**config.mk**
```make
export PLATFORM = sky130hd
export DESIGN_NAME = field_type_classifier
export DESIGN_NICKNAME = d
export VERILOG_FILES = /design/src/hdl/ftc_pkg.sv /design/src/hdl/ftc_lexer.sv /design/src/hdl/field_type_classifier.sv
export VERILOG_INCLUDE_DIRS = /design/src /design/src/hdl
export SDC_FILE = /design/constraint.sdc
export NUM_CORES = 1
export LEC_CHECK = 0
export ABC_CLOCK_PERIOD_IN_PS = 7000
export BUFFER_PORTS_ARGS = -buffer_cell sky130_fd_sc_hd__buf_2
export CAP_MARGIN = 10
export CORE_MARGIN = 10
export CORE_UTILIZATION = 39
export DETAILED_ROUTE_END_ITERATION = 8
export PLACE_DENSITY_LB_ADDON = 0.12
export SYNTH_ARGS = -nofsm -noshare
export SYNTH_HDL_FRONTEND = slang
export SYNTH_SLANG_ARGS = --single-unit
```
**constraint.sdc**
```tcl
create_clock -name clk -period 7 [get_ports clk]
set_input_delay 1.4 -clock clk [delete_from_list [all_inputs] [get_ports clk]]
set_output_delay 1.4 -clock clk [all_outputs]
set_load 0.01 [all_outputs]
```
**src/hdl/assert_macros.svh**
```systemverilog
// ----------------------------------------------------------------------------
// assertion macros used by the rtl
// ----------------------------------------------------------------------------
`ifndef ASSERT_MACROS_SVH
`define ASSERT_MACROS_SVH

`ifndef NO_ASSERTIONS

// property checked on every clock edge outside reset
`define FTC_ASSERT(label, prop) \
	label: assert property (@(posedge clk) disable iff (!arst_n) prop) \
		else $error("field type classifier check failed");

// condition that must never be true outside reset
`define FTC_ASSERT_NEVER(label, expr) \
	label: assert property (@(posedge clk) disable iff (!arst_n) !(expr)) \
		else $error("field type classifier forbidden condition");

`else

`define FTC_ASSERT(label, prop)
`define FTC_ASSERT_NEVER(label, expr)

`endif

`endif

```
**src/hdl/ftc_pkg.sv**
```systemverilog
`timescale 1ns / 1ps
// ----------------------------------------------------------------------------
// ftc_pkg
// types, character codes and word tables for the field type classifier
// ----------------------------------------------------------------------------
package ftc_pkg;

	typedef enum logic [9:0] {
		ST_START   = 10'b00_0000_0001,
		ST_SIGN    = 10'b00_0000_0010,
		ST_INT     = 10'b00_0000_0100,
		ST_POINT   = 10'b00_0000_1000,
		ST_FRAC    = 10'b00_0001_0000,
		ST_EXPE    = 10'b00_0010_0000,
		ST_EXPSIGN = 10'b00_0100_0000,
		ST_EXP     = 10'b00_1000_0000,
		ST_WORD    = 10'b01_0000_0000,
		ST_STR     = 10'b10_0000_0000
	} lex_state_t;

	typedef enum logic [2:0] {
		TYPE_EMPTY = 3'd0,
		TYPE_UINT  = 3'd1,
		TYPE_SINT  = 3'd2,
		TYPE_FLOAT = 3'd3,
		TYPE_BOOL  = 3'd4,
		TYPE_STR   = 3'd5
	} field_type_t;

	typedef struct packed {
		lex_state_t  state;
		logic        saw_sign;
		logic        saw_digit;
		logic [2:0]  pos;
		logic        is_false;
	} lex_t;

	localparam lex_t LEX_RESET = '{
		state:     ST_START,
		saw_sign:  1'b0,
		saw_digit: 1'b0,
		pos:       3'd0,
		is_false:  1'b0
	};

	localparam logic [7:0] CH_PLUS   = 8'h2B;
	localparam logic [7:0] CH_MINUS  = 8'h2D;
	localparam logic [7:0] CH_POINT  = 8'h2E;
	localparam logic [7:0] CH_ZERO   = 8'h30;
	localparam logic [7:0] CH_NINE   = 8'h39;
	localparam logic [7:0] CH_UP_E   = 8'h45;
	localparam logic [7:0] CH_UP_F   = 8'h46;
	localparam logic [7:0] CH_UP_T   = 8'h54;
	localparam logic [7:0] CH_LOW_A  = 8'h61;
	localparam logic [7:0] CH_LOW_E  = 8'h65;
	localparam logic [7:0] CH_LOW_L  = 8'h6C;
	localparam logic [7:0] CH_LOW_R  = 8'h72;
	localparam logic [7:0] CH_LOW_S  = 8'h73;
	localparam logic [7:0] CH_LOW_U  = 8'h75;

	localparam logic [2:0] LEN_TRUE  = 3'd4;
	localparam logic [2:0] LEN_FALSE = 3'd5;

	function automatic logic is_dig(logic [7:0] c);
		return (c >= CH_ZERO) && (c <= CH_NINE);
	endfunction

	function automatic logic is_sgn(logic [7:0] c);
		return (c == CH_PLUS) || (c == CH_MINUS);
	endfunction

	function automatic logic is_exp(logic [7:0] c);
		return (c == CH_LOW_E) || (c == CH_UP_E);
	endfunction

	function automatic logic [2:0] word_len(logic is_false);
		return is_false ? LEN_FALSE : LEN_TRUE;
	endfunction

	// expected character at a position of True or False
	function automatic logic [7:0] word_char(logic is_false, logic [2:0] pos);
		logic [7:0] c;
		c = 8'h00;
		if (is_false) begin
			unique case (pos)
				3'd0:    c = CH_UP_F;
				3'd1:    c = CH_LOW_A;
				3'd2:    c = CH_LOW_L;
				3'd3:    c = CH_LOW_S;
				3'd4:    c = CH_LOW_E;
				default: c = 8'h00;
			endcase
		end else begin
			unique case (pos)
				3'd0:    c = CH_UP_T;
				3'd1:    c = CH_LOW_R;
				3'd2:    c = CH_LOW_U;
				3'd3:    c = CH_LOW_E;
				default: c = 8'h00;
			endcase
		end
		return c;
	endfunction

endpackage

```
**src/hdl/ftc_lexer.sv**
```systemverilog
`timescale 1ns / 1ps
// ----------------------------------------------------------------------------
// ftc_lexer
// next recognizer state for one character and the type of the field so far
// ----------------------------------------------------------------------------
module ftc_lexer (
	input  ftc_pkg::lex_t        cur,
	input  logic [7:0]           ch,
	output ftc_pkg::lex_t        nxt,
	output ftc_pkg::field_type_t kind
);
	import ftc_pkg::*;

	always_comb begin
		nxt = cur;
		unique case (cur.state)
			ST_START: begin
				if (is_sgn(ch)) begin
					nxt.saw_sign = 1'b1;
					nxt.state    = ST_SIGN;
				end else if (is_dig(ch)) begin
					nxt.saw_digit = 1'b1;
					nxt.state     = ST_INT;
				end else if (ch == CH_POINT) begin
					nxt.state = ST_POINT;
				end else if (ch == CH_UP_T) begin
					nxt.pos      = 3'd1;
					nxt.is_false = 1'b0;
					nxt.state    = ST_WORD;
				end else if (ch == CH_UP_F) begin
					nxt.pos      = 3'd1;
					nxt.is_false = 1'b1;
					nxt.state    = ST_WORD;
				end else begin
					nxt.state = ST_STR;
				end
			end
			ST_SIGN: begin
				if (is_dig(ch)) begin
					nxt.saw_digit = 1'b1;
					nxt.state     = ST_INT;
				end else if (ch == CH_POINT) begin
					nxt.state = ST_POINT;
				end else begin
					nxt.state = ST_STR;
				end
			end
			ST_INT: begin
				if (is_dig(ch)) begin
					nxt.state = ST_INT;
				end else if (ch == CH_POINT) begin
					nxt.state = ST_POINT;
				end else if (is_exp(ch)) begin
					nxt.state = ST_EXPE;
				end else begin
					nxt.state = ST_STR;
				end
			end
			ST_POINT: begin
				if (is_dig(ch)) begin
					nxt.saw_digit = 1'b1;
					nxt.state     = ST_FRAC;
				end else if (is_exp(ch)) begin
					nxt.state = ST_EXPE;
				end else begin
					nxt.state = ST_STR;
				end
			end
			ST_FRAC: begin
				if (is_dig(ch)) begin
					nxt.state = ST_FRAC;
				end else if (is_exp(ch)) begin
					nxt.state = ST_EXPE;
				end else begin
					nxt.state = ST_STR;
				end
			end
			ST_EXPE: begin
				if (is_sgn(ch)) begin
					nxt.state = ST_EXPSIGN;
				end else if (is_dig(ch)) begin
					nxt.state = ST_EXP;
				end else begin
					nxt.state = ST_STR;
				end
			end
			ST_EXPSIGN: begin
				nxt.state = is_dig(ch) ? ST_EXP : ST_STR;
			end
			ST_EXP: begin
				nxt.state = is_dig(ch) ? ST_EXP : ST_STR;
			end
			ST_WORD: begin
				if ((cur.pos < word_len(cur.is_false))
						&& (ch == word_char(cur.is_false, cur.pos))) begin
					nxt.pos = cur.pos + 3'd1;
				end else begin
					nxt.state = ST_STR;
				end
			end
			default: begin
				nxt.state = ST_STR;
			end
		endcase
	end

	always_comb begin
		unique case (cur.state)
			ST_START: kind = TYPE_EMPTY;
			ST_SIGN:  kind = TYPE_STR;
			ST_INT:   kind = cur.saw_sign ? TYPE_SINT : TYPE_UINT;
			ST_FRAC:  kind = TYPE_FLOAT;
			ST_POINT, ST_EXPE, ST_EXPSIGN, ST_EXP: begin
				// a point or exponent mark with no digits after it still counts as float if a mantissa digit was seen
				kind = cur.saw_digit ? TYPE_FLOAT : TYPE_STR;
			end
			ST_WORD:  kind = (cur.pos == word_len(cur.is_false)) ? TYPE_BOOL : TYPE_STR;
			default:  kind = TYPE_STR;
		endcase
	end

endmodule

```
**src/hdl/field_type_classifier.sv**
```systemverilog
`timescale 1ns / 1ps
// ----------------------------------------------------------------------------
// field_type_classifier
// classifies a text field fed one character per transfer
// ----------------------------------------------------------------------------
// input channel: in_valid / in_ready carry ch and field_end. one transfer per
// character; a transfer with field_end high closes the field and its ch is
// ignored.
// output channel: out_valid / out_ready carry field_type, one result per
// closed field: 0 empty, 1 unsigned int, 2 signed int, 3 float, 4 bool,
// 5 string.
// every accepted item lands in an input register; when it moves on, the
// recognizer state is updated from it and, for an end marker, the type is
// loaded into the output register. throughput is one item per cycle unless
// an end marker waits, set by the single recognizer update between the two
// registers. a character item never waits on the output side; an end
// marker waits in the input register while an earlier result is still
// held, and in_ready stays high as long as that register can drain.
// reset empties both registers and returns the recognizer to its start state.
// ----------------------------------------------------------------------------
`include "assert_macros.svh"

module field_type_classifier (
	input  logic                 clk,
	input  logic                 arst_n,
	input  logic                 in_valid,
	output logic                 in_ready,
	input  logic [7:0]           ch,
	input  logic                 field_end,
	output logic                 out_valid,
	input  logic                 out_ready,
	output ftc_pkg::field_type_t field_type
);
	import ftc_pkg::*;

	logic        valid_s1;
	logic [7:0]  ch_s1;
	logic        end_s1;
	logic        adv_s1;
	logic        close_s1;
	lex_t        lex_q;
	lex_t        lex_nxt;
	field_type_t kind;
	logic        out_valid_q;
	field_type_t field_type_q;

	// an end marker only moves on when the output register is free
	assign adv_s1   = valid_s1 && (!end_s1 || !out_valid_q || out_ready);
	assign close_s1 = adv_s1 && end_s1;
	assign in_ready = !valid_s1 || adv_s1;

	always_ff @(posedge clk or negedge arst_n) begin
		if (!arst_n) begin
			valid_s1 <= 1'b0;
		end else if (in_ready) begin
			valid_s1 <= in_valid;
		end
	end

	always_ff @(posedge clk) begin
		if (in_ready && in_valid) begin
			ch_s1  <= ch;
			end_s1 <= field_end;
		end
	end

	ftc_lexer u_lexer (
		.cur  (lex_q),
		.ch   (ch_s1),
		.nxt  (lex_nxt),
		.kind (kind)
	);

	always_ff @(posedge clk or negedge arst_n) begin
		if (!arst_n) begin
			lex_q <= LEX_RESET;
		end else if (close_s1) begin
			lex_q <= LEX_RESET;
		end else if (adv_s1) begin
			lex_q <= lex_nxt;
		end
	end

	always_ff @(posedge clk or negedge arst_n) begin
		if (!arst_n) begin
			out_valid_q <= 1'b0;
		end else if (close_s1) begin
			out_valid_q <= 1'b1;
		end else if (out_ready) begin
			out_valid_q <= 1'b0;
		end
	end

	always_ff @(posedge clk) begin
		if (close_s1) begin
			field_type_q <= kind;
		end
	end

	assign out_valid  = out_valid_q;
	assign field_type = field_type_q;

	`FTC_ASSERT(a_close_restarts, close_s1 |=> (lex_q == LEX_RESET))
	`FTC_ASSERT_NEVER(a_no_result_overwrite, close_s1 && out_valid_q && !out_ready)
	`FTC_ASSERT(a_word_pos_range, (lex_q.state == ST_WORD) |-> (lex_q.pos != 3'd0 && lex_q.pos <= word_len(lex_q.is_false)))
	`FTC_ASSERT(a_int_has_digit, (lex_q.state == ST_INT) |-> lex_q.saw_digit)

endmodule
```
; ---- Word-level counts from Yosys, hierarchy flattened
; Index checks and enable logic that the tools add are counted.
[word_totals]
reg_bits = 30
out_inout_bits = 5
elab_cells = 115
[op_classes]
n_addsub = 1
order_cmp = 3
eq_ne = 31
n_mux = 40
reduce_logical = 30
[op_table]
columns = op, n
row1 = $mux W10, 14
row2 = $pmux W10 S7, 1
row3 = $pmux W7 S5, 1
row4 = $eq A8 B7 Y1 const B, 4
row5 = $mux W16, 2
row6 = $pmux W7 S4, 1
row7 = $eq A8 B6 Y1 const B, 3
row8 = $mux W4, 4
row9 = $mux W8, 2
row10 = $pmux W3 S5, 1
row11 = $ne A3 B3 Y1 const B, 4
row12 = $eq A10 B1 Y1 const B, 1
row13 = $eq A10 B2 Y1 const B, 1
row14 = $eq A10 B3 Y1 const B, 1
row15 = $eq A10 B4 Y1 const B, 1
row16 = $eq A10 B5 Y1 const B, 1
row17 = $eq A10 B6 Y1 const B, 1
row18 = $eq A10 B7 Y1 const B, 1
row19 = $eq A10 B8 Y1 const B, 1
row20 = $eq A10 B9 Y1 const B, 1
row21 = $reduce_bool A3 Y1, 3
row22 = $eq A8 B8 Y1, 1
row23 = $ge A8 B6 Y1 const B, 1
row24 = $le A8 B6 Y1 const B, 1
row25 = other kinds (26), 53

; ---- Longest topological paths before layout
[logic_depth]
depth_word = 10
mapped_depth = 11
ltp_nobuf = 9

; ---- By module
; Synthesis repeated with hierarchy kept, for this count alone.
[hier_totals]
hier_cells = 284
hier_area_um2 = 2462.4
[by_module_without_submodules]
columns = mod, instances, cells_per_inst, area_each_um2, seq_area_each_um2
row1 = field_type_classifier, 1, 111, 1351.3, 812.0
row2 = ftc_lexer, 1, 173, 1111.1, 0.0

; ---- Worst setup path after synthesis
; No wires, ideal clock.
[synth_timing]
path_type = input to output
startpoint = in out_ready
endpoint = out in_ready
arrival_ns = 1.669
t_required_ns = 5.600
slack_ns = 3.931
path_stages = 2
n_path_buf = 0
cell_sequence = nor2b_1 > nand3_1
[synth_via]
elab_chain_cells = 3
[synth_rtl]
columns = item, line
row1 = "start, declared", field_type_classifier.sv:31  ; input logic out_ready,
row2 = $logic_or A1 B1 Y1, field_type_classifier.sv:48  ; assign adv_s1 = valid_s1 && (!end_s1 || !out_valid_q || out_ready);
row3 = $logic_and A1 B1 Y1, field_type_classifier.sv:48
row4 = $logic_or A1 B1 Y1, field_type_classifier.sv:50  ; assign in_ready = !valid_s1 || adv_s1;
row5 = "end, declared", field_type_classifier.sv:27  ; output logic in_ready,
; Every way passes these cells.

; ---- Final worst setup path
; Ends and elaborated chain as after synthesis.

==> run_results.csv <==
group,metric,value,unit
cts,cts_htree_levels,2,
route,first_pass_iters,4,
placed_design,port_buffers,17,
sta,finClkSkew,0.0116,ns
worst_setup_path,rrSetupSlack,3.86,ns
pwr,seqPwrFrac,0.473,
route,wire_per_inst,15.5,µm
logic_synthesis,avgSynthCellArea,9.29,µm²
route,wl,4770,µm
cts,cts.sinks,30,
logic_synthesis,ys_ff_latch,30,
route,drt_iter0_drc,76,
route,dr_wl_met3,157,µm
global_route,grt_pass1_wl,7820,µm
worst_setup_path,worst_setup_path_start_kind,"input pin",
cts,cts_buffer_depth,2,
logic_synthesis,synth_area_leader_cell,"dfrtp_1",
global_route,grt_usage,0.114,
worst_setup_path,cp_data_arrival_time,1.90,ns
global_route,grt_overflow_total,0,
logic_synthesis,synth.distinct_cells,54,
layout,syn2layout_area_growth,10.3,%
cts,clkTransAtPathRegs,0.06,ns
global_route,grt_antenna_before_repair,0,
route,drc,0,
worst_setup_path,path_class,"in -> out",
route,top_layer_used,"met4",
logic_synthesis,synthArstFlopShare,0.600,
job,maxCapViolCount,0,
logic_synthesis,syn_area,2060,µm²
cts,cts.root.buffer_cell,"clkbuf_8",
route,wl_met2,2230,µm
sta,post-route-period-util,0.471,
floorplan,dieArea,8600,µm²
route,vias_per_cell,5.41,
sta,fin_setup_tns,0,ns
pwr,cellInternalPower,315,µW
logic_synthesis,synth-edff-count,12,
floorplan,initial_core_util,0.404,
floorplan,io_pins,18,
logic_synthesis,syn-num-nets,242,
logic_synthesis,syn-instance-count,222,
pwr,p_sw_frac,0.313,
layout,layout-drive-gt1-share,0.168,
pwr,leakage,0.000894,µW
route,detail-route-antenna-nets,0,
sta,finalWorstSetupSlack,3.70,ns
placed_design,gp_congestion,0.857,
floorplan,die_y,92.7,µm
pwr,p_per_area,202,nW/µm²
cts,numCtsBuffers,5,
sta,finalHoldViolCount,0,
sta,finalSetupViolCount,0,
placed_design,place_ws,3.70,ns
worst_setup_path,ff2ff_path_depth,9,
floorplan,core,5110,µm²
placed_design,place_hpwl,3580,µm
hold_path,hp-class,"reg -> reg",
cts,cts_resized,0,
pwr,pwr-share-comb,0.231,
logic_synthesis,ys_top_cells_by_count,"nand2_1, nor2_1, dfrtp_1, edfxtp_1, o21ai_0",
logic_synthesis,yosysSeqAreaShare,0.394,
route,dr_total_vias,1665,
sta,period_needed,3.30,ns
layout,nets,257,
cts,insertion_delay,0.28,ns
worst_setup_path,rr_startpoint,"lex_q[3]",
logic_synthesis,ys.warnings.count,0,
pwr,netSwitchingPower,143,µW
cts,hold_buffers,0,
sta,slew_headroom,0.311,
worst_setup_path,crit_end,"in_ready",
logic_synthesis,synth_ff_type,"dfrtp_1",
status,outcome,"completed",
worst_setup_path,cp-end-kind,"output pin",
route,wl_met1,2320,µm
pwr,ir_drop,97.6,µV
floorplan,rows,26,
worst_setup_path,crit_fanout,3,
worst_setup_path,startpoint,"out_ready",
sta,grt_setup_unrepaired,"false",
cts,postCtsSetupBuffers,0,
worst_setup_path,r2r_end,"lex_q[8]",
layout,antennaDiodeCount,0,
logic_synthesis,synth_area_leaders,"dfrtp_1, edfxtp_1, mux2_2",
floorplan,die_w,92.7,µm
sta,worst_slew_pin_slew,1.02,ns
sta,final-max-slew-violation-count,0,
sta,max_clock_freq,303,MHz
pwr,power_frac_clock,0.296,
cts,cts_tree,"yes",
worst_setup_path,crit_required,5.60,ns
global_route,grt_max_degree,19,
logic_synthesis,synth_top_area_share,0.206,
global_route,grt_pass1_vias,1626,
-- registers in the layout, summed over array words and instances (netlist names) --
name / count
lex_q: 16
ch_s1: 8
field_type: 3
end_s1: 1
out_valid: 1
valid_s1: 1
-- cells in the final DEF, fill, tap and decap left out, drive strengths merged, types with 2 or more instances in the layout --
master	instances
o211ai	3
buf	17
mux2	8
a211oi	4
or3b	2
xor2	5
inv	9
nand4b	3
ha	7
and3	3
clkinv	3
nand2b	4
o22ai	2
nand3	8
o2bb2ai	2
nor4	5
edfxtp	12
o31ai	2
clkbuf	6
o21ai	11
nor2	22
a21oi	5
nor4bb	2
xnor2	6
nor3b	4
nand4	5
mux2i	3
nor2b	7
nor3	10
dfrtp	17
nor4b	2
nand2	22
-- worst min-delay path by stage --
stage | slack, ns | depth (start not counted) | endpoint | startpoint
6_report | 0.49 | 2 | lex_q[6] | lex_q[6]
5_1_grt | 0.53 | 2 | lex_q[6] | lex_q[6]
4_1_cts | 0.49 | 2 | lex_q[6] | lex_q[6]
3_5_place_dp | 0.48 | 2 | lex_q[6] | lex_q[6]
3_3_place_gp | 0.47 | 2 | lex_q[6] | lex_q[6]
2_1_floorplan | 0.46 | 2 | lex_q[6] | lex_q[6]
-- per-layer routing --
metal,vias to the layer above,global-route usage
met5,-,0
met2,27,0.185
met1,780,0.142
met3,7,0.0307
met4,0,0.0411
li1,851,-
-- power groups by stage --
stage / logic (µW) / registers (µW) / clock network (µW)
finish: 106 / 217 / 135
global route: 119 / 220 / 149
CTS: 107 / 217 / 139
detailed placement: 106 / 221 / 0
global placement: 106 / 220 / 0
floorplan: 93.2 / 210 / 0
-- through the flow --
step	cell area, µm²	std cells	total power (µW)	util	hold slack, ns
2_1_floorplan	2060	222	304	-	0.458
3_3_place_gp	2190	300	326	0.429	0.473
3_5_place_dp	2190	300	327	0.429	0.482
4_1_cts	2270	308	463	0.445	0.491
5_1_grt	2270	308	488	0.445	0.528
6_report	2270	308	458	0.445	0.491
-- critical path, stage by stage --
cell	delay (ns)
buf_2	0.10
nor2b_1	0.12
nand3_1	0.11
buf_2	0.16
-- logic make-up after synthesis --
logic type      synth area share
xor+xnor                  0.0467
mux                       0.0583
compound gates             0.139
fa+ha+maj                 0.0425
flops                      0.394
buf+inv                   0.0394
simple gates               0.280
-- area by class of cell --
cell class / instances / area [µm²]
clock inverters: 2 / 10.0
inverters: 10 / 37.5
fillers: 519 / 2830
multi-input cells: 173 / 1170
well taps: 70 / 87.6
repair buffers: 17 / 85.1
flip-flops and latches: 30 / 812
clock buffers: 6 / 72.6
Note: power is estimated with default switching activity, not from simulation.
